[src/rtl/core/fspa_ram.sv]
// ============================================================================
// fspa_ram - simple dual-port memory
// One write port and one read port, read data registered.
// ============================================================================
`default_nettype none

module fspa_ram #(
    parameter int unsigned DATA_W = 8,
    parameter int unsigned DEPTH  = 32
) (
    input  wire logic                     clk,
    input  wire logic                     wr_en,
    input  wire logic [$clog2(DEPTH)-1:0] wr_addr,
    input  wire logic [DATA_W-1:0]        wr_data,
    input  wire logic                     rd_en,
    input  wire logic [$clog2(DEPTH)-1:0] rd_addr,
    output logic      [DATA_W-1:0]        rd_data
);

    logic [DATA_W-1:0] mem [DEPTH];

    // Write port
    always_ff @(posedge clk)
    begin
        if (wr_en)
        begin
            mem[wr_addr] <= wr_data;
        end
    end

    // Registered read port
    always_ff @(posedge clk)
    begin
        if (rd_en)
        begin
            rd_data <= mem[rd_addr];
        end
    end

endmodule

`default_nettype wire

[config.mk]
export PLATFORM = sky130hd
export DESIGN_NAME = fspa_ram
export DESIGN_NICKNAME = d
export VERILOG_FILES = /design/src/rtl/core/fspa_ram.sv
export SDC_FILE = /design/constraint.sdc
export NUM_CORES = 1
export LEC_CHECK = 0
export ABC_AREA = 1
export BUFFER_PORTS_ARGS = -buffer_cell sky130_fd_sc_hd__buf_2
export CAP_MARGIN = 15
export CORE_MARGIN = 5
export CORE_UTILIZATION = 45
export DETAILED_ROUTE_END_ITERATION = 7
export PLACE_DENSITY_LB_ADDON = 0.15
export RECOVER_POWER = 50
export SETUP_SLACK_MARGIN = 0.15
export SYNTH_ARGS = -nofsm -noshare
export SYNTH_HDL_FRONTEND = slang
export SYNTH_SLANG_ARGS = --single-unit
[constraint.sdc]
create_clock -name clk -period 1.2 [get_ports clk]
set_input_delay 0.12 -clock clk [delete_from_list [all_inputs] [get_ports clk]]
set_output_delay 0.12 -clock clk [all_outputs]
set_load 0.005 [all_outputs]
---- After elaboration in Yosys (flattened, before gate mapping) ----
Memories as Yosys holds them, arrays and structs flattened. A register that Yosys moved wholly into a read port is not among the register bits.
Index checks and enable logic that the tools add are counted.
Widths: inputs -> output; s select.
operators by class
  multiplexer cells ....................... 2
operators with widths
  operator  number
  $mux 1    2
storage, ports and cells
  bits in registers ....................... 0
  RAM bits ................................ 256
  input bits .............................. 21
  output and inout port bits .............. 8
  logic and storage cells ................. 3
  memories ................................ 1
memory list
  name  words  bits a word  read ports  clocked after memory_dff  write ports  RTL line  text
  mem   32     8            1           1                         1            20        logic [DATA_W-1:0] mem [DEPTH];

---- Logic depth before layout (Yosys ltp) ----
Gate-level depths: netlist (run 1).
  depth in word-level cells ............... 2
  depth in mapped cells ................... 11
  gate-level depth less buffers ........... 9

---- Worst setup path after synthesis (run 1) ----
No wires, ideal clock.
  kind .................................... input port to flip-flop
  start ................................... in wr_addr[0]
  end ..................................... mem mem[0][0] (enable)
  setup time .............................. 0.370 ns
  data arrival time ....................... 0.784 ns
  data required time ...................... 0.830 ns
  slack ................................... 0.046 ns
  stages on the path ...................... 3
  buffers on the path ..................... 0
  path through ............................ inv_1 nand3_1 nor2_1
RTL lines
  what         RTL line  text
  from (decl)  13        input wire logic [$clog2(DEPTH)-1:0] wr_addr,
  to (decl)    20
No word-level cell before the write port.

---- Final worst setup path (run 1) ----
  start ................................... reg rd_data[6] (read register of mem)
  end ..................................... out rd_data[6]
RTL lines
  what         RTL line  text
  from (decl)  17        output logic [DATA_W-1:0] rd_data
No word-level cell between the ends.

==> flow_summary.toml, run 1 <==
[clock_network]
clockBufferDepth = 3
clk_pin_slew_ns = 0.07
post_cts.repair.setup_buffers = 0
clockRootBuffer = "clkbuf_16"
tritoncts = "built"
h-tree-depth = 1
cts_made_buffers = 27
clock-sinks = 264
insertion_delay_ns = 0.54

[power]
seqPwrFrac_pct = 51.3
switching_share_pct = 22.0
cellPowerDensity_nw_per_um2 = 1560
combPwrFrac_pct = 7.0
switching_power_w = 0.00444
power_frac_clock_pct = 41.8
internal-power_w = 0.0157
power.leakage_nw = 4.83
finalPower_w = 0.0202
vdd_ir_drop_max_mv = 1.30

[floorplan]
die_area_um2 = 27400
start_util_pct = 46.0
die_x_um = 165
die_y_um = 165
row_count = 56
num_io_pins = 29
core_um2 = 23600

[synth]
syn_nets = 943
syn_area_um2 = 10900
synthCells = 922
yosys_register_bits = 264
yosys.area.top_type = "edfxtp_1"
async_reset_ff_share_pct = 0
synth_flop_cell = "edfxtp_1"
netlist_top_cells_count = "nand2_1, edfxtp_1, nand3_1"
yosysWarnings = 0
ys_seq_area_share_pct = 73.0
synth-edff-count = 264
synth_most_common_cell = "nand2_1"
avgSynthCellArea_um2 = 11.8
synth_cell_types = 11
synthTopCellsByArea = "edfxtp_1, nand2_1, nand3_1"
synth_top_area_share_pct = 73.0

[global_route]
overflow = 0
first_global_vias = 6742
use_met1_pct = 29.4
grt_use_met3_pct = 2.21
grt_pass1_wl_mm = 40.5
antenna_found_initial = 0
grt_max_degree = 65
track_usage_pct = 19.7
use_met2_pct = 31.7
busiest_layer = "met2"

[sta]
tns_ns = -0.0841
fmax_ghz = 0.808
post-route-period-util_pct = 103
tightest_slew_ns = 0.942
finalHoldViolCount = 0
setup_violations = 6
finalClockSkew_ns = 0.0224
drv_slew = 0
holdWs_ns = 0.0173
layout_setup_ws_ns = -0.0382
relSlewSlack_pct = 37.2
rsz0062_at_grt = "yes"
post-route-min-period_ns = 1.24

[setup_path]
startpoint_type = "register"
rr_worst_depth = 8
endpoint_kind = "primary output"
crit_cells = 1
slowest_stage = "edfxtp_1"
critPathTopFamily = "flip-flops"
path_buf_inv = 1
path_cells = "buf_2"
worst_path_largest_cell_delay_ns = 0.42
crit_type = "register to primary output"
path_max_fanout = 1
cp.arrival_ns = 1.12
cp.required_ns = 1.08

[min_path]
min_path_cells = 3
hold_class = "primary input to register"

[drt]
vias = 6928
drt_iter0_markers = 665
drc_errors = 0
drt_pass1_iterations = 5
drt_wl_total_mm = 26.5
wl_per_cell_um = 19.9
antenna_left = 0
routed_via_density = 5.21

[placement]
place_inst = 1281
port_buffers = 28
place.gp.congestion = 0.835
dpl.hpwl_mm = 16.1

[layout]
syn_to_final_growth_pct = 18.7
fin_cells = 1331
nNetsFinal = 1013
fin_util_pct = 54.6
fillerInstances = 2033
antenna_cells = 0
register_area_um2 = 7930
layout-drive-gt1-share_pct = 21.5
multi_input_area_um2 = 2860

[status]
outcome = "complete, but fails checks"
violations = "setup timing"

[flow_run]
drv_cap = 0
[through the flow]
| step | instance area [um^2] | setup WS, ns |
|---|---|---|
| after floorplan | 10900 | 0.0460 |
| after global placement | 11600 | -0.313 |
| after detailed placement | 11600 | -0.312 |
| after CTS | 12800 | -0.0661 |
| after global routing | 12900 | -0.0963 |
| final | 12900 | -0.0382 |
[power by group through the flow]
stage | clock (W) | sequential [W] | combinational (W)
3_5_place_dp | 0 | 0.0105 | 0.00132
2_1_floorplan | 0 | 0.0105 | 0.000764
6_report | 0.00842 | 0.0103 | 0.00141
5_1_grt | 0.00897 | 0.0103 | 0.00155
4_1_cts | 0.00858 | 0.0103 | 0.00140
3_3_place_gp | 0 | 0.0105 | 0.00131
[cell families after synthesis]
family,count (synthesis),synth area share [%]
flip-flops,264,73.0
buffers and inverters,62,4.11
AND/OR/NAND/NOR,596,22.9
[layout make-up]
type	count	area share, %
Sequential cell	264	61.5
Multi-Input combinational cell	596	22.1
Timing Repair Buffer	93	6.01
Clock buffer	30	5.32
Tap cell	319	3.09
Clock inverter	19	1.63
Inverter	10	0.349
[state kept, by name (all words and copies together) (netlist names)]
signal,count
mem,256
rd_data,8
[worst paths after layout]
check                         end  slack, ns            startpoint
max                    rd_data[6]      -0.04  rd_data[6]$_DFFE_PP_
min          rd_data[7]$_DFFE_PP_       0.02            rd_addr[4]
max reg2reg  rd_data[3]$_DFFE_PP_      -0.02  mem[26][3]$_DFFE_PP_
min reg2reg  rd_data[4]$_DFFE_PP_       0.82   mem[4][4]$_DFFE_PP_
[layer usage]
| layer | up-vias | part of all wire, % |
|---|---|---|
| li1 | 3348 | - |
| met1 | 3361 | 45 |
| met2 | 184 | 48 |
| met3 | 35 | 5.6 |
| met4 | 0 | 1.7 |
| met5 | - | 0 |
[what timing repair did]
item                                   4_1_cts  5_1_grt
setup endpoints to repair                   16       16
endpoints found under the hold margin        8        0
hold buffers                                 1        0
resized for setup                           58       24
pin swaps                                   36       30
gates cloned                                 0        0
[layout by cell type, fill, tap and decap left out, types with 2 or more instances in the layout]
| cell | n |
|---|---|
| clkinvlp_4 | 5 |
| buf_2 | 18 |
| clkbuf_2 | 9 |
| nor2_1 | 30 |
| buf_12 | 12 |
| nand2_1 | 339 |
| nand3_1 | 143 |
| clkinv_1 | 4 |
| buf_4 | 51 |
| nand3_2 | 61 |
| edfxtp_1 | 264 |
| inv_1 | 8 |
| clkbuf_1 | 5 |
| nand2_2 | 21 |
| clkinv_2 | 4 |
| clkbuf_16 | 27 |
| bufinv_16 | 4 |
| nor2_2 | 2 |
[worst register-to-register path: cells and delay by family, from the launching register on]
kind / cells / cell delay [ns]
simple gates: 8 / 0.61
flops: 1 / 0.35
No activity file was read; power rests on OpenSTA's default activity.
==> run 2, diff against run 1 <==
--- a/config.mk
+++ b/config.mk
@@ -10,3 +10,3 @@
 export CAP_MARGIN = 15
-export CORE_MARGIN = 5
+export CORE_MARGIN = 3
 export CORE_UTILIZATION = 45
@@ -16,2 +16,3 @@
 export SETUP_SLACK_MARGIN = 0.15
+export SLEW_MARGIN = 20
 export SYNTH_ARGS = -nofsm -noshare
==> constraint.sdc (replaced) <==
create_clock -name clk -period 1.2 [get_ports clk]
set_input_delay 0 -clock clk [delete_from_list [all_inputs] [get_ports clk]]
set_output_delay 0 -clock clk [all_outputs]
set_load 0.005 [all_outputs]
==> run 2 against run 1 <==
Effect of this change:
- the run still ends with setup timing left
- power down 3.7%
- cell count up 2.0%
- setup slack better by 0.014 ns
- core utilization down 0.23 points
- non-clock buffer count up 29
- sequential share of layout area up 0.26 points
- worst hold slack better by 0.12 ns
- critical path depth up 7
- clock power down 9.1%
- routed wire length down 2.0%
- first-iteration DRC count down 31%
- highest routed layer unchanged
==> flow_summary.toml, run 2 (synthesis gave the netlist of run 1 again) <==
[sta]
post-route-min-period_ns = 1.22
finalClockSkew_ns = 0.00826
tns_ns = -0.104
post-route-period-util_pct = 102
rsz0062_at_grt = "yes"
tightest_slew_ns = 0.792
setup_violations = 6
fmax_ghz = 0.817
finalHoldViolCount = 0
drv_slew = 0
layout_setup_ws_ns = -0.0240
holdWs_ns = 0.139
relSlewSlack_pct = 47.2

[clock_network]
h-tree-depth = 1
clockBufferDepth = 3
clockRootBuffer = "clkbuf_16"
cts_made_buffers = 28
insertion_delay_ns = 0.53
clk_pin_slew_ns = 0.06
clock-sinks = 264
tritoncts = "built"
post_cts.repair.setup_buffers = 0

[global_route]
grt_pass1_wl_mm = 40.2
track_usage_pct = 20.1
overflow = 0
first_global_vias = 6958
antenna_found_initial = 0
grt_max_degree = 45

[power]
cellPowerDensity_nw_per_um2 = 1510
power.leakage_nw = 4.78
vdd_ir_drop_max_mv = 1.19
finalPower_w = 0.0194

[layout]
top_regs = "mem x256, rd_data x8"
nNetsFinal = 1043
syn_to_final_growth_pct = 18.2
layout.cells.most_common = "nand2_1"
regMostFlops = "mem"
layout-drive-gt1-share_pct = 16.7
layout_common_cells = "nand2_1, edfxtp_1, nand3_1"
final_area_um2 = 12800
fin_util_pct = 54.4
antenna_cells = 0
largest_reg_flops = 256

[setup_path]
path_buf_inv = 0
slowest_stage = "edfxtp_1"
path_max_fanout = 1
startpoint_type = "register"
cp.required_ns = 1.48
crit_cells = 8
rr_worst_depth = 8
reg2reg_slack_ns = -0.02
endpoint_kind = "register"
critPathTopFamily = "simple AND/OR/NAND/NOR gates"
path_cells = "nand2_1, nand3_1, nand3_2, nand2_2, nand2_1, nand2_1, nand2_2, nand2_2"
crit_type = "register to register"
worst_path_largest_cell_delay_ns = 0.37
cp.arrival_ns = 1.51

[drt]
drt_iter0_markers = 458
routed_via_density = 5.20
drt_wl_total_mm = 25.9
antenna_left = 0
drt_pass1_iterations = 5
vias = 7067
wl_per_cell_um = 19.1
drc_errors = 0

[placement]
port_buffers = 28
dpl.hpwl_mm = 16.5
place.gp.congestion = 0.842
detailed_place.area_um2 = 11800

[min_path]
min_path_cells = 6
hold_class = "primary input to register"

[floorplan]
die_x_um = 161
die_y_um = 161
die_area_um2 = 26000
num_io_pins = 29
start_util_pct = 46.0
core_um2 = 23600
row_count = 56

[flow_run]
drv_cap = 0

[status]
violations = "setup timing"
outcome = "complete, but fails checks"
## run 2: worst paths after layout
check | start | endpoint
hold reg to reg | mem[4][0]$_DFFE_PP_ | rd_data[0]$_DFFE_PP_
hold / removal | rd_addr[3] | rd_data[0]$_DFFE_PP_
setup reg to reg | mem[28][6]$_DFFE_PP_ | rd_data[6]$_DFFE_PP_
setup / recovery | mem[28][6]$_DFFE_PP_ | rd_data[6]$_DFFE_PP_
## run 2: per-layer routing
layer	part of all wire, %	track usage (%)	vias up
met3	5.3	3.13	45
met4	2.6	5.87	0
met2	47	32.6	192
met5	0	0	-
met1	45	28.6	3416
li1	-	-	3414
## run 2: layout make-up
type	count	area (um^2)
clock buffer	36	752
sequential	264	7930
inverter	10	40.0
clock inverter	11	50.0
multi-input combinational	596	2720
timing repair buffer	122	958
fill	2013	10800
tap	319	399
## run 2: worst register-to-register path: cells and delay by family, from the launching register on
| family | cells | cell delay [ns] |
|---|---|---|
| DFF | 1 | 0.37 |
| and+or+nand+nor | 8 | 0.61 |
## run 2: metrics by stage
| stage | std cells | worst slack, ns |
|---|---|---|
| 2_1_floorplan | 922 | 0.166 |
| 3_3_place_gp | 1301 | -0.267 |
| 3_5_place_dp | 1301 | -0.268 |
| 4_1_cts | 1358 | -0.0459 |
| 5_1_grt | 1358 | -0.115 |
| 6_report | 1358 | -0.0240 |
## run 2: where the power goes
group	internal [W]	total [W]	switching [W]	leakage, nW
sequential	0.0103	0.0103	0.0000309	2.39
clock	0.00435	0.00765	0.00330	0.382
combinational	0.000476	0.00144	0.000963	2.01
total	0.0151	0.0194	0.00429	4.78
## run 2: repair_timing
item                       4_1_cts  5_1_grt
hold endpoints to repair       169        0
gates cloned                     0        0
hold buffers                    10        0
pin swaps                       16       27
resized for setup               22       36
setup endpoints to repair       11       12
==> run 3, diff against run 2 <==
==> constraint.sdc (replaced) <==
create_clock -name clk -period 1.2 [get_ports clk]
set_input_delay 0.12 -clock clk [delete_from_list [all_inputs] [get_ports clk]]
set_output_delay 0.12 -clock clk [all_outputs]
set_load 0.005 [all_outputs]
==> run 3 against run 2 <==
Effect of this change:
- the flow still finishes with violations (setup timing)
- sequential power about the same
- power up 0.71%
- critical path depth down 7
- sequential share of layout area down 0.29 points
- worst hold slack worse by 0.045 ns
- via count down 0.41%
- die area unchanged
- clock power up 2%
- combinational power about the same
- core utilization up 0.26 points
- count of clock-buffer cells in the layout down 2
- critical path type is now register to primary output
- largest power group unchanged
==> flow_summary.toml, run 3 (synthesis gave the netlist of run 1 again) <==
[sta]
setup_violations = 5
holdWs_ns = 0.0942
tns_ns = -0.120
post-route-min-period_ns = 1.25
finalHoldViolCount = 0
tightest_slew_ns = 0.861
layout_setup_ws_ns = -0.0509
drv_slew = 0
post-route-period-util_pct = 104
fmax_ghz = 0.799
rsz0062_at_grt = "yes"
finalClockSkew_ns = 0.0106
relSlewSlack_pct = 42.6

[floorplan]
start_util_pct = 46.0
core_um2 = 23600
num_io_pins = 29
die_y_um = 161
die_area_um2 = 26000
die_x_um = 161
row_count = 56

[power]
power.leakage_nw = 4.83
vdd_ir_drop_max_mv = 1.27
cellPowerDensity_nw_per_um2 = 1520

[min_path]
hp-start = "rd_addr[4]"
min_path_cells = 4
hold_class = "primary input to register"
min_to = "rd_data[5]$_DFFE_PP_"

[layout]
layout.cells.most_common = "nand2_1"
fin_cells = 1338
fillerInstances = 2039
largest_reg_flops = 256
nNetsFinal = 1019
layout_common_cells = "nand2_1, edfxtp_1, nand3_1"
syn_to_final_growth_pct = 18.8
fin_util_pct = 54.7
layout-drive-gt1-share_pct = 21.4
regMostFlops = "mem"
top_regs = "mem x256, rd_data x8"

[placement]
dpl.hpwl_mm = 16.2
port_buffers = 28
place_inst = 1286
place.gp.congestion = 0.794

[setup_path]
crit_cells = 1
cp.required_ns = 1.08
slowest_stage = "edfxtp_1"
path_cells = "buf_2"
rr_endpoint = "rd_data[0]$_DFFE_PP_"
reg2reg_slack_ns = -0.02
critPathTopFamily = "flip-flops"
startpoint_type = "register"
cp.arrival_ns = 1.13
path_buf_inv = 1
endpoint_kind = "primary output"
rr_worst_depth = 8
crit_type = "register to primary output"
worst_path_largest_cell_delay_ns = 0.44
path_max_fanout = 1
r2r-start = "mem[31][0]$_DFFE_PP_"

[clock_network]
insertion_delay_ns = 0.53
clock-sinks = 264
clockRootBuffer = "clkbuf_16"
tritoncts = "built"
clockBufferDepth = 3
post_cts.repair.setup_buffers = 0
h-tree-depth = 1
cts_made_buffers = 28
clk_pin_slew_ns = 0.06

[global_route]
track_usage_pct = 20.8
grt_pass1_wl_mm = 40.9
overflow = 0
first_global_vias = 6808
grt_max_degree = 66
antenna_found_initial = 0

[drt]
drt_pass1_iterations = 5
drt_wl_total_mm = 26.9
routed_via_density = 5.26
antenna_left = 0
drt_iter0_markers = 701
wl_per_cell_um = 20.1
vias = 7038
drc_errors = 0

[flow_run]
drv_cap = 0

[status]
violations = "setup timing"
outcome = "complete, but fails checks"
## run 3: area by class of cell
type,count,area [um^2],area share [%]
Tap cell,319,399,3.09
Timing Repair Buffer,98,861,6.67
Clock inverter,16,86.3,0.669
Sequential cell,264,7930,61.4
Clock buffer,34,744,5.77
Antenna cell,1,2.50,0.0194
Inverter,10,45.0,0.349
Multi-Input combinational cell,596,2840,22.0
## run 3: where the power goes
group | leakage, nW | internal, W | total (W) | switching (W)
Clock | 0.403 | 0.00440 | 0.00777 | 0.00337
Sequential | 2.39 | 0.0103 | 0.0103 | 0.0000371
Combinational | 2.04 | 0.000460 | 0.00145 | 0.000990
Total | 4.83 | 0.0152 | 0.0196 | 0.00440
## run 3: worst reg2reg max path, delay by kind of cell, from the launching register on
kind | cells | cell delay [ns]
simple gates | 8 | 0.61
flops | 1 | 0.38
## run 3: timing repair
item                                    CTS  global route
hold buffers                              1             0
gates resized for setup                  37            46
endpoints found under the setup margin   16            16
endpoints found under the hold margin     8             0
pin swaps                                33            22
## run 3: per-layer routing
layer	up-vias	share of wire, %	track usage (%)
li1	3358	-	-
met1	3441	45	30.3
met2	193	48	33.7
met3	46	5.0	2.41
met4	0	2.5	5.67
met5	-	0	0
## run 3: stage by stage
stage               area, um^2  total power (W)  worst slack [ns]
floorplan                10900           0.0113            0.0460
global placement         11700           0.0119            -0.285
detailed placement       11700           0.0119            -0.278
CTS                      12700           0.0196           -0.0716
global route             12900           0.0202           -0.0973
finish                   12900           0.0196           -0.0509
## run 3: how the worst max path moves through the flow
stage / endpoint / from / slack [ns]
2_1_floorplan: mem[0][0]$_DFFE_PP_ / wr_addr[0] / 0.05
5_1_grt: rd_data[6]$_DFFE_PP_ / mem[27][6]$_DFFE_PP_ / -0.1
3_3_place_gp: rd_data[0]$_DFFE_PP_ / rd_addr[0] / -0.29
6_report: rd_data[1] / rd_data[1]$_DFFE_PP_ / -0.05
3_5_place_dp: rd_data[0]$_DFFE_PP_ / rd_addr[0] / -0.28
4_1_cts: rd_data[1] / rd_data[1]$_DFFE_PP_ / -0.07
