## config.mk

```make
export PLATFORM = sky130hd
export DESIGN_NAME = fspa_div
export DESIGN_NICKNAME = d
export VERILOG_FILES = /design/src/rtl/core/fspa_pkg.sv /design/src/rtl/core/fspa_div.sv
export SDC_FILE = /design/constraint.sdc
export NUM_CORES = 1
export LEC_CHECK = 0
export BUFFER_PORTS_ARGS = -buffer_cell sky130_fd_sc_hd__buf_2
export CAP_MARGIN = 20
export CORE_UTILIZATION = 23
export DETAILED_ROUTE_END_ITERATION = 7
export GPL_ROUTABILITY_DRIVEN = 0
export PLACE_DENSITY = 0.47
export SKIP_CTS_REPAIR_TIMING = 1
export SYNTH_ARGS = -nofsm -noshare
export SYNTH_HDL_FRONTEND = slang
export SYNTH_SLANG_ARGS = --single-unit
```

## constraint.sdc

```tcl
create_clock -name clk -period 3.3 [get_ports clk]
set_input_delay 0.33 -clock clk [delete_from_list [all_inputs] [get_ports clk]]
set_output_delay 0.33 -clock clk [all_outputs]
set_load 0.005 [all_outputs]
```

## src/rtl/core/fspa_pkg.sv

```systemverilog
// ============================================================================
// fspa_pkg - shared types and constants of the fixed slot pool allocator
// Sizes, status and command codes, register indexes and the datapath
// structs that pass between the sequencer and the divider.
// ============================================================================
`default_nettype none

package fspa_pkg;

    // Pool geometry
    localparam int unsigned MAX_SLOTS    = 1024;
    localparam int unsigned ADDR_BITS    = 48;
    localparam int unsigned ALIGN_BYTES  = 16;
    localparam int unsigned ALIGN_SHIFT  = 4;
    localparam int unsigned SLOT_IDX_W   = 10;
    localparam int unsigned COUNT_W      = 11;
    localparam int unsigned REQ_W        = 17;
    localparam int unsigned UNITS_W      = REQ_W + 1 - ALIGN_SHIFT;
    localparam int unsigned QUO_W        = ADDR_BITS - ALIGN_SHIFT;
    localparam int unsigned DIV_CNT_W    = 6;
    localparam int unsigned STAT_W       = 32;
    localparam int unsigned STATUS_W     = 3;

    // Free-mark memory: one row holds the marks of 32 slots
    localparam int unsigned MARK_ROW_W     = 32;
    localparam int unsigned MARK_BIT_W     = 5;
    localparam int unsigned MARK_ROWS      = MAX_SLOTS / MARK_ROW_W;
    localparam int unsigned MARK_ROW_IDX_W = SLOT_IDX_W - MARK_BIT_W;

    // Configuration port
    localparam int unsigned CFG_IDX_W  = 2;
    localparam int unsigned CFG_DATA_W = ADDR_BITS;

    typedef enum logic [CFG_IDX_W-1:0] {
        CFG_BASE_ADDRESS = 2'd0,
        CFG_PIECE_SIZE   = 2'd1,
        CFG_SLOT_COUNT   = 2'd2
    } cfg_index_t;

    typedef enum logic {
        CMD_ALLOC = 1'b0,
        CMD_FREE  = 1'b1
    } cmd_t;

    typedef enum logic [STATUS_W-1:0] {
        ST_OK          = 3'd0,
        ST_EMPTY       = 3'd1,
        ST_OUTSIDE     = 3'd2,
        ST_MISALIGNED  = 3'd3,
        ST_DOUBLE_FREE = 3'd4
    } status_t;

    // Divider control and status
    typedef struct packed {
        logic               start;
        logic [QUO_W-1:0]   dividend;
        logic [UNITS_W-1:0] divisor;
    } div_ctrl_t;

    typedef struct packed {
        logic               done;
        logic [QUO_W-1:0]   quotient;
        logic [UNITS_W-1:0] remainder;
    } div_stat_t;

    // Clamp the slot count register to the supported range
    function automatic logic [COUNT_W-1:0] eff_count(input logic [COUNT_W-1:0] cnt);
        logic [COUNT_W-1:0] res;
        res = cnt;
        if (cnt < COUNT_W'(2))
        begin
            res = COUNT_W'(2);
        end
        else if (cnt > COUNT_W'(MAX_SLOTS))
        begin
            res = COUNT_W'(MAX_SLOTS);
        end
        return res;
    endfunction

endpackage

`default_nettype wire

```

## src/rtl/core/fspa_div.sv

```systemverilog
// ============================================================================
// fspa_div - iterative restoring divider
// Divides the aligned byte offset by the slot size in 16-byte units,
// one quotient bit per cycle.
// ============================================================================
`default_nettype none

module fspa_div (
    input  wire logic                clk,
    input  wire logic                rst_n,
    input  wire fspa_pkg::div_ctrl_t ctrl,
    output fspa_pkg::div_stat_t      stat
);
    import fspa_pkg::*;

    logic                 busy_reg;
    logic                 done_reg;
    logic [DIV_CNT_W-1:0] cnt_reg;
    logic [QUO_W-1:0]     quo_reg;
    logic [UNITS_W-1:0]   rem_reg;
    logic [UNITS_W-1:0]   dvs_reg;

    logic [UNITS_W:0]     trial;
    logic                 fits;
    logic [UNITS_W:0]     diff;

    // Shift in the next dividend bit and try the subtraction
    assign trial = {rem_reg, quo_reg[QUO_W-1]};
    assign fits  = (trial >= {1'b0, dvs_reg});
    assign diff  = trial - {1'b0, dvs_reg};

    always_ff @(posedge clk or negedge rst_n)
    begin
        if (!rst_n)
        begin
            busy_reg <= 1'b0;
            done_reg <= 1'b0;
            cnt_reg  <= '0;
        end
        else
        begin
            done_reg <= 1'b0;
            if (ctrl.start)
            begin
                busy_reg <= 1'b1;
                cnt_reg  <= DIV_CNT_W'(QUO_W);
                quo_reg  <= ctrl.dividend;
                rem_reg  <= '0;
                dvs_reg  <= ctrl.divisor;
            end
            else if (busy_reg)
            begin
                rem_reg <= fits ? diff[UNITS_W-1:0] : trial[UNITS_W-1:0];
                quo_reg <= {quo_reg[QUO_W-2:0], fits};
                cnt_reg <= cnt_reg - 1'b1;
                if (cnt_reg == DIV_CNT_W'(1))
                begin
                    busy_reg <= 1'b0;
                    done_reg <= 1'b1;
                end
            end
        end
    end

    assign stat.done      = done_reg;
    assign stat.quotient  = quo_reg;
    assign stat.remainder = rem_reg;

endmodule

`default_nettype wire

```

Yosys cells after proc, flatten, opt, wreduce, memory -nomap -nowiden
Cells that the tools add are included.
Widths: inputs -> output; s select.
Cells by class
  reduce and logical (&&, ||, !) cells: 3
  muxes and demuxes: 12
  shifts and indexed selects: 0
  magnitude comparators: 1
  add/subtract/negate cells: 2
  bitwise operators: 0
  eq/ne operators: 1
  div/mod/pow operators: 0
  multipliers: 0
Operators with widths (number)
  $mux 44: 2
  $mux 14: 2
  $ge 15x14->1: 1
  $sub 14x14->14: 1
  $mux 6: 2
  $eq 6x1->1 const B: 1
  $mux 1: 6
  $sub 6x1->6 const B: 1
  $reduce_and 2->1: 2
  $reduce_bool 2->1: 1
Word-level totals
  flip-flop bits (word level): 80
  ROM bits: 0
  memories: 0
  input port bits: 61
  latch bits: 0
  word-level logic and storage cells: 25
  RAM bits: 0

Longest topological paths before layout
Gate-level depths: netlist (run 1).
  depth after elaboration: 4
  gate-level depth with buffers: 10
  depth with buffers taken out: 10

Worst setup path after synthesis (run 1)
No wires, ideal clock.
  path type: input to register
  start: input port ctrl[58] (netlist name)
  end: register quo_reg[0] (enable)
  slack: 149 ps
  stages on the path: 3
  data required time: 2850 ps
  setup time: 450 ps
  arrival: 2700 ps
  path through: clkbuf_1 > nor2_1 > nor2b_1
On the way
  word-level cells in the longest chain between the ends: 2
Ends and longest elaborated chain
  start, declared: RTL line fspa_div.sv:11  | input wire fspa_pkg::div_ctrl_t ctrl,
  $reduce_bool 2->1 (no line)
  $reduce_and 2->1 (no line)
  end signal, assigned: RTL line fspa_div.sv:47  | quo_reg <= ctrl.dividend;
  end signal, assigned: RTL line fspa_div.sv:54  | quo_reg <= {quo_reg[QUO_W-2:0], fits};
  end, declared: RTL line fspa_div.sv:19  | logic [QUO_W-1:0] quo_reg;
No other way between the ends.
A chain may end at the register's enable or synchronous reset.

Worst setup path in the final report (run 1)
  start: register rem_reg[11]
  end: register rem_reg[0], data pin
On the way
  word-level cells in the longest chain between the ends: 3
Ends and longest elaborated chain
  start, declared: RTL line fspa_div.sv:20  | logic [UNITS_W-1:0] rem_reg;
  start signal, assigned: RTL line fspa_div.sv:53  | rem_reg <= fits ? diff[UNITS_W-1:0] : trial[UNITS_W-1:0];
  $ge 15x14->1: RTL line fspa_div.sv:29  | assign fits = (trial >= {1'b0, dvs_reg});
  $mux 14: RTL line fspa_div.sv:53
  $mux 14: RTL line fspa_div.sv:51  | else if (busy_reg)
No other way between the ends.

==> results of run 1 <==
==> area by class of cell <==
class	count	area share (%)
sequential	80	42.4
clock buffer	9	4.04
antenna	1	0.0449
inverter	21	1.41
timing repair buffer	126	11.8
tap	234	5.25
clock inverter	7	2.13
multi-input combinational	239	32.9
==> worst paths after layout <==
kind                                   from         end  cells past startpoint
worst max register to register  rem_reg[11]  rem_reg[0]                      7
max in group asynchronous             rst_n    done_reg                      2
worst min register to register   cnt_reg[4]    done_reg                      1
worst max-delay path            rem_reg[11]  rem_reg[0]                      7
min in group clk                    ctrl[8]  dvs_reg[8]                      1
worst min-delay path                  rst_n    busy_reg                      2
==> through the flow <==
stage / hold WS, ns / setup WS [ns]
2_1_floorplan: 0.0344 / 0.149
3_3_place_gp: 0.504 / 0.546
3_5_place_dp: 0.509 / 0.550
4_1_cts: 0.148 / 0.554
5_1_grt: 0.145 / 0.339
6_report: 0.160 / 0.527
==> routing by layer <==
layer / GRT usage (%) / routed length, um / vias up
li1: - / - / 1611
met1: 15.5 / 5240 / 1603
met2: 18.0 / 5020 / 130
met3: 6.05 / 1240 / 7
met4: 3.70 / 88 / 0
met5: 0 / 0 / -
==> kinds of logic (layout without fill, tap and decap cells) <==
kind of cell             count (synthesis)  count (layout)  share of synthesized area (%)
AND/OR/NAND/NOR                         94              94                           11.2
multiplexers                            44              44                           11.2
other                                    0               1                              0
XOR/XNOR                                10              10                           1.99
flip-flops                              80              80                           53.6
buffers and inverters                   44             163                           4.88
adder cells (fa/ha/maj)                 18              18                           5.28
AO/OA/AOI/OAI                           73              73                           11.8
==> power by group <==
group	switching (uW)	total [uW]	internal [uW]
clock	430	1170	741
combinational	383	695	312
sequential	67.5	1290	1220
total	880	3160	2280
==> synthesized netlist by cell type, drive strengths merged, types with 2 or more instances <==
master	count	area, um^2
nand3	14	70.1
clkbuf	7	28.8
edfxtp	72	2160
a31oi	2	12.5
nor2b	4	25.0
inv	21	78.8
dfrtp	8	200
xnor2	6	52.6
nand2b	7	43.8
a2111oi	2	17.5
a211oi	2	20.0
a21o	7	52.6
and2	5	31.3
o211ai	4	30.0
ha	17	213
nand2	15	63.8
nand3b	3	22.5
nand4	3	18.8
xor2	4	35.0
o2111ai	5	43.8
or3	3	18.8
a21oi	14	77.6
nor3	6	30.0
a311oi	6	52.6
nor2	21	78.8
o21a	2	15.0
mux2	44	495
o21ai	16	83.8
and3	3	18.8
buf	16	108
o21bai	2	15.0
nor4	5	31.3
o221ai	2	17.5
==> placed cells by master (no fill, tap or decap), drive strengths merged, types with 7 or more instances in the layout <==
cell type | netlist | final
a21o | 7 | 7
a21oi | 14 | 14
buf | 16 | 126
clkbuf | 7 | 9
dfrtp | 8 | 8
edfxtp | 72 | 72
ha | 17 | 17
inv | 21 | 22
mux2 | 44 | 44
nand2 | 15 | 15
nand2b | 7 | 7
nand3 | 14 | 14
nor2 | 21 | 21
o21ai | 16 | 16
==> out/summary.txt, run 1 <==
run status = finished, final reports clean
GR Util All Layers = 12.2%
area of the multi-input gates = 1840 um^2
Layout Cells excl Fill = 717
layout cells sized above 1 = 40.0%
routed len/inst = 16.2 um
Pwr per Cell Area = 566 nW/um^2
CTS tree = built
WP buf/inv = 0
initial core utilization = 23.5%
antenna violations before repair = 1
worst hold path type = in2async
Reg2Reg Setup Slack = 0.53 ns
Layout Nets = 556
worst-path cell chain = ha_1 -> a21oi_1 -> nor2b_1 -> nor3_1 -> and2_1 -> nand2_4 -> a221o_1
Crit Path Class = reg2reg
via count = 3,351
max FFs per register = 44
Crit path required time = 3.39 ns
Slew Viols, Final = 0
die span in x = 140 um
Initial DRT Pass Iterations = 4
Overflow after GRT = 0
Leak = 0.00228 uW
mapped cell area = 4410 um^2
CTS buffer count = 9
first-pass GRT wire length = 18,300 um
Post-synth EDFFs = 72
sequential element share of the synthesized area = 53.6%
CTS sink cnt = 80
FILL cells = 1,981
die height = 140 um
post-route cell area = 5580 um^2
CTS Buffer Depth = 2
delay-heaviest family, CP = simple AND/OR/NAND/NOR gates
arrival time at the worst endpoint = 2.86 ns
CP endpoint kind = register
CP startpoint kind = register
Worst IR Drop VDD = 0.260 mV
Finish-stage setup viols = 0
Final Core Density = 29.7%
CORE AREA = 18,800 um^2
placed cell count = 700
Synth cell types = 57
CP Max Fanout = 10
vias in the first global route = 3,374
H-Tree Depth = 3
synth warn = 0
final worst path period share = 84.0%
Yosys reg bits = 80
top_reg_cell synth = edfxtp_1
Worst-path clk slew = 0.06 ns
row count = 50
Final Hold Viols = 0
Avg Inst Size Synth = 12.1 um^2
Setup TNS = 0 ns
IO Pins = 120
HPWL Detailed = 8500 um
Gate Count Post-Synth = 363
clk root buf = clkbuf_16
synth-to-layout area growth = 26.6%
DRC viols = 0
Clock Latency Late Sink = 0.34 ns
register area = 2360 um^2
DR iter-0 viols = 92
reported max-cap violation count = 0
total power = 3160 uW
routed wire length = 11,600 um
RSZ-0062 raised after global routing = false
Placement Cell Area = 5230 um^2
Syn Nets = 442
Die Area = 19,700 um^2
Max-Slew Margin vs Limit = 44.3%
drt via density = 4.67
Buffers on Ports = 119
largest net degree at the start of global routing = 33
Final ANT Viol Nets = 0
CP max-delay cell = and2_1
Clock Skew = 0.00722 ns
Tmin final = 2.77 ns
Least-Margin Pin Slew = 0.836 ns
Post-synth ARST share = 10.0%
fmax = 0.361 GHz
CP peak stage delay = 0.53 ns
No activity file was read; power rests on OpenSTA's default activity.
==> run 2, diff against run 1 <==
Settings changed: PLACE_DENSITY 0.47 to 0.49.
Clock period 3.3 ns to 2.5 ns, I/O delays scaled along.
==> out/summary.txt, run 2 (synthesis results as in run 1) <==
CTS tree = built
clk root buf = clkbuf_16
Placement Cell Area = 5430 um^2 (+3.7%)
synth-to-layout area growth = 30.5%
Seq pwr share = 41.3% (+0.4 points)
Least-Margin Pin Slew = 0.499 ns (-0.337 ns)
row count = 50 (unchanged)
die height = 140 um (unchanged)
Clock Skew = 0.00762 ns (+0.000407 ns)
DRC viols = 0 (unchanged)
CTS sink cnt = 80 (unchanged)
Layout Nets = 584 (+5.0%)
Tmin final = 2.39 ns (-0.382 ns)
H-Tree Depth = 3 (unchanged)
CTS buffer count = 9 (unchanged)
GR Util met2 = 20.0% (+2.1 points)
Final ANT Viol Nets = 0 (unchanged)
worst hold path type = in2async
HPWL Detailed = 8870 um (+4.4%)
RSZ-0062 raised after global routing = true
max FFs per register = 44 (unchanged)
routed wire length = 12,000 um (+3.1%)
commonest non-fill, non-tap cell in the layout = buf_2
Finish-stage setup viols = 0 (unchanged)
Die Area = 19,700 um^2 (unchanged)
CP endpoint kind = register
Final Hold Viols = 0 (unchanged)
DR iter-0 viols = 204 (+120%)
Initial DRT Pass Iterations = 4 (unchanged)
post-route cell area = 5750 um^2 (+3.1%)
Max-Slew Margin vs Limit = 66.4% (+22 points)
Final Core Density = 30.6% (+0.92 points)
CP Max Fanout = 4 (-6)
Crit Path Class = reg2reg
GR Util All Layers = 12.4% (+0.25 points)
initial core utilization = 23.5% (unchanged)
Buffers on Ports = 119 (unchanged)
CP peak stage delay = 0.50 ns (-0.03 ns)
commonest cells after routing, fill and taps aside = 119 x buf_2, 72 x edfxtp_1, 44 x mux2_2
delay-heaviest family, CP = simple AND/OR/NAND/NOR gates
antenna violations before repair = 0 (-1)
Psw = 1190 uW (+35%)
worst hold slack = 0.0752 ns (-0.0852 ns)
Clk pwr share = 32.8% (-4.3 points)
Comb pwr share = 25.9% (+3.9 points)
arrival time at the worst endpoint = 2.47 ns (-0.39 ns)
final worst path period share = 95.6% (+12 points)
CTS Buffer Depth = 2 (unchanged)
fmax = 0.418 GHz (+16%)
CORE AREA = 18,800 um^2 (unchanged)
layout cells sized above 1 = 43.9% (+3.9 points)
GRT busiest layer = met2
Internal = 2890 uW (+27%)
largest net degree at the start of global routing = 45 (+36%)
met1 Use GR = 14.9% (-0.62 points)
Crit path required time = 2.58 ns (-0.81 ns)
drt via density = 4.60 (-1.5%)
reported max-cap violation count = 0 (unchanged)
switch share = 29.2% (+1.3 points)
Worst IR Drop VDD = 0.331 mV (+28%)
total power = 4090 uW (+29%)
Worst-path clk slew = 0.07 ns (about the same)
first-pass GRT wire length = 18,800 um (+2.5%)
Slew Viols, Final = 0 (unchanged)
CP max-delay cell = or4_1
routed len/inst = 16.1 um (-0.73%)
run status = finished, final reports clean
worst-path cell chain = ha_1 -> nor2b_1 -> o2111ai_1 -> a21oi_1 -> or4_1 -> nand3_1 -> o221ai_1
die span in x = 140 um (unchanged)
via count = 3,430 (+2.4%)
WP buf/inv = 0 (unchanged)
vias in the first global route = 3,493 (+3.5%)
Leak = 0.00239 uW (+5.2%)
M3 GR Usage = 4.65% (-1.4 points)
Clock Latency Late Sink = 0.34 ns (about the same)
Setup TNS = 0 ns (unchanged)
CP startpoint kind = register
Pwr per Cell Area = 710 nW/um^2 (+26%)
Overflow after GRT = 0 (unchanged)
IO Pins = 120 (unchanged)
run 2: cell count changes in the layout (fill, tap and decap cells not counted), moves of 2 or more:
cell and change:
clkinv_2 +2, bufinv_16 -2, clkbuf_1 +2, buf_4 +28
run 2: layer usage:
metal | routed length (um) | share of wire [%]
met5 | 0 | 0
met2 | 5470 | 46
met4 | 210 | 1.8
met3 | 1120 | 9.4
met1 | 5160 | 43
run 2: final timing paths:
| check | slack [ns] | cells past startpoint | startpoint | end |
|---|---|---|---|---|
| worst max register to register | 0.11 | 7 | rem_reg[0] | rem_reg[13] |
| worst max-delay path | 0.11 | 7 | rem_reg[0] | rem_reg[13] |
| worst min register to register | 0.53 | 1 | cnt_reg[4] | done_reg |
| max in group asynchronous | 2.21 | 2 | rst_n | cnt_reg[1] |
| min in group clk | 0.08 | 1 | ctrl[8] | dvs_reg[8] |
| worst min-delay path | 0.08 | 2 | rst_n | busy_reg |
run 2: layout make-up:
class / count / area [um^2]
Fill cell: 1928 / 13000
Multi-Input combinational cell: 239 / 1850
Clock buffer: 11 / 233
Clock inverter: 5 / 57.6
Timing Repair Buffer: 154 / 871
Antenna cell: 1 / 2.50
Sequential cell: 80 / 2360
Inverter: 21 / 78.8
Tap cell: 234 / 293
run 2: metrics by stage:
step           std cells  setup WS (ns)
6_report             745          0.109
5_1_grt              744        -0.0117
4_1_cts              742        -0.0250
3_5_place_dp         726        0.00288
3_3_place_gp         726         0.0377
2_1_floorplan        363          0.129
run 2: power groups by stage:
stage / clock [uW] / sequential, uW / combinational, uW
after floorplan: 0 / 1720 / 633
after global placement: 0 / 1720 / 1030
after detailed placement: 0 / 1710 / 1040
after CTS: 1370 / 1690 / 1050
after global routing: 1420 / 1700 / 1160
final: 1340 / 1690 / 1060
==> run 3, diff against run 2 <==
Settings changed: CELL_PAD_IN_SITES_DETAIL_PLACEMENT from default to 1, CELL_PAD_IN_SITES_GLOBAL_PLACEMENT from default to 1, PLACE_DENSITY 0.49 to default, PLACE_DENSITY_LB_ADDON from default to 0.1.
==> out/summary.txt, run 3 (synthesis results as in run 1) <==
run status = finished, final reports clean
HPWL Detailed = 9920 um (+12%)
reported max-cap violation count = 0 (unchanged)
CTS Buffer Depth = 2 (unchanged)
Tmin final = 2.41 ns (+0.0201 ns)
CORE AREA = 18,800 um^2 (unchanged)
post-route cell area = 5960 um^2 (+3.7%)
commonest cells after routing, fill and taps aside = 119 x buf_2, 72 x edfxtp_1, 52 x buf_4
vias in the first global route = 3,746 (+7.2%)
Worst-path clk slew = 0.07 ns (about the same)
Crit Path Class = reg2reg
DR iter-0 viols = 132 (-35%)
Max-Slew Margin vs Limit = 61.5% (-4.9 points)
CP Max Fanout = 7 (+3)
final worst path period share = 96.4% (+0.81 points)
H-Tree Depth = 3 (unchanged)
commonest non-fill, non-tap cell in the layout = buf_2
die span in x = 140 um (unchanged)
Place WS = -0.0660 ns (-0.0689 ns)
first-pass GRT wire length = 20,700 um (+10%)
worst hold path type = in2async
Final Hold Viols = 0 (unchanged)
Worst IR Drop VDD = 0.368 mV (+11%)
synth-to-layout area growth = 35.3%
Clock Skew = 0.00954 ns (+0.00192 ns)
fmax = 0.415 GHz (-0.83%)
Slew Viols, Final = 0 (unchanged)
die height = 140 um (unchanged)
largest net degree at the start of global routing = 45 (unchanged)
Crit path required time = 2.58 ns (about the same)
ANT cells = 0 (-1)
routed len/inst = 17.3 um (+7.9%)
drt via density = 4.59 (-0.28%)
arrival time at the worst endpoint = 2.49 ns (+0.02 ns)
IO Pins = 120 (unchanged)
via count = 3,503 (+2.1%)
GR Util All Layers = 13.9% (+1.5 points)
routed wire length = 13,200 um (+11%)
Leak = 0.00248 uW (+3.7%)
Clock Latency Late Sink = 0.35 ns (about the same)
Final ANT Viol Nets = 0 (unchanged)
RSZ-0062 raised after global routing = true
Die Area = 19,700 um^2 (unchanged)
Placement Cell Area = 5570 um^2 (+2.6%)
DRC viols = 0 (unchanged)
max FFs per register = 44 (unchanged)
Least-Margin Pin Slew = 0.572 ns (+0.0725 ns)
Finish-stage setup viols = 0 (unchanged)
CP endpoint kind = register
layout cells sized above 1 = 47.6% (+3.7 points)
CTS tree = built
initial core utilization = 23.5% (unchanged)
Initial DRT Pass Iterations = 4 (unchanged)
CP startpoint kind = register
Buffers on Ports = 119 (unchanged)
Pwr per Cell Area = 713 nW/um^2 (+0.39%)
antenna violations before repair = 1 (+1)
min setup slack post-route = 0.0892 ns (-0.0201 ns)
CTS sink cnt = 80 (unchanged)
row count = 50 (unchanged)
Layout Nets = 603 (+3.3%)
clk root buf = clkbuf_16
CTS buffer count = 9 (unchanged)
Overflow after GRT = 0 (unchanged)
total power = 4250 uW (+4.1%)
run 3: changes by cell type in the layout (fill, tap and decap cells not counted), sizes merged:
cell / previous run / this run
buf: 154 / 173
clkinv: 4 / 2
clkbuf: 11 / 9
inv: 21 / 23
clkinvlp: 0 / 2
diode: 1 / 0
run 3: final cells by class:
class                           instances  area (um^2)
Sequential cell                        80         2360
Inverter                               21         78.8
Clock inverter                          7         78.8
Timing Repair Buffer                  173         1030
Clock buffer                            9          225
Fill cell                            2103        12800
Tap cell                              234          293
Multi-Input combinational cell        239         1900
run 3: path summary, 6_finish.rpt:
kind,from,endpoint,slack [ns],cells past startpoint
min in group clk,ctrl[8],dvs_reg[8],0.07,1
worst max register to register,rem_reg[2],rem_reg[10],0.09,7
worst max-delay path,rem_reg[2],rem_reg[10],0.09,7
max in group asynchronous,rst_n,busy_reg,2.30,2
worst min register to register,cnt_reg[4],done_reg,0.52,1
worst min-delay path,rst_n,cnt_reg[1],0.06,2
run 3: where the power goes:
part	switching [uW]	total [uW]	internal (uW)
Combinational	607	1180	570
Clock	613	1400	785
Sequential	68.3	1680	1610
Total	1290	4250	2970
run 3: per-layer routing:
metal	up-vias	share of wire (%)	global-route usage [%]
met2	87	47	22.8
met5	-	0	0
li1	1694	-	-
met3	10	6.7	4.96
met1	1712	45	16.9
met4	0	1.2	4.51
run 3: worst max-delay path: stages (launching register included):
cell and delay [ns]:
edfxtp_1 0.39, ha_1 0.44, o21ai_1 0.15, o21a_1 0.25
o311a_1 0.33, or3_1 0.37, o21ai_1 0.10, a311oi_1 0.11
run 3: stage by stage:
step                hold WS, ns  setup TNS, ns  util, %  std cells
floorplan               -0.0456              0        -        363
global placement          0.428         -0.103     29.7        743
detailed placement        0.429         -0.201     29.7        743
CTS                      0.0565         -0.322     31.3        759
global route             0.0627        -0.0345     31.8        763
finish                   0.0638              0     31.8        763
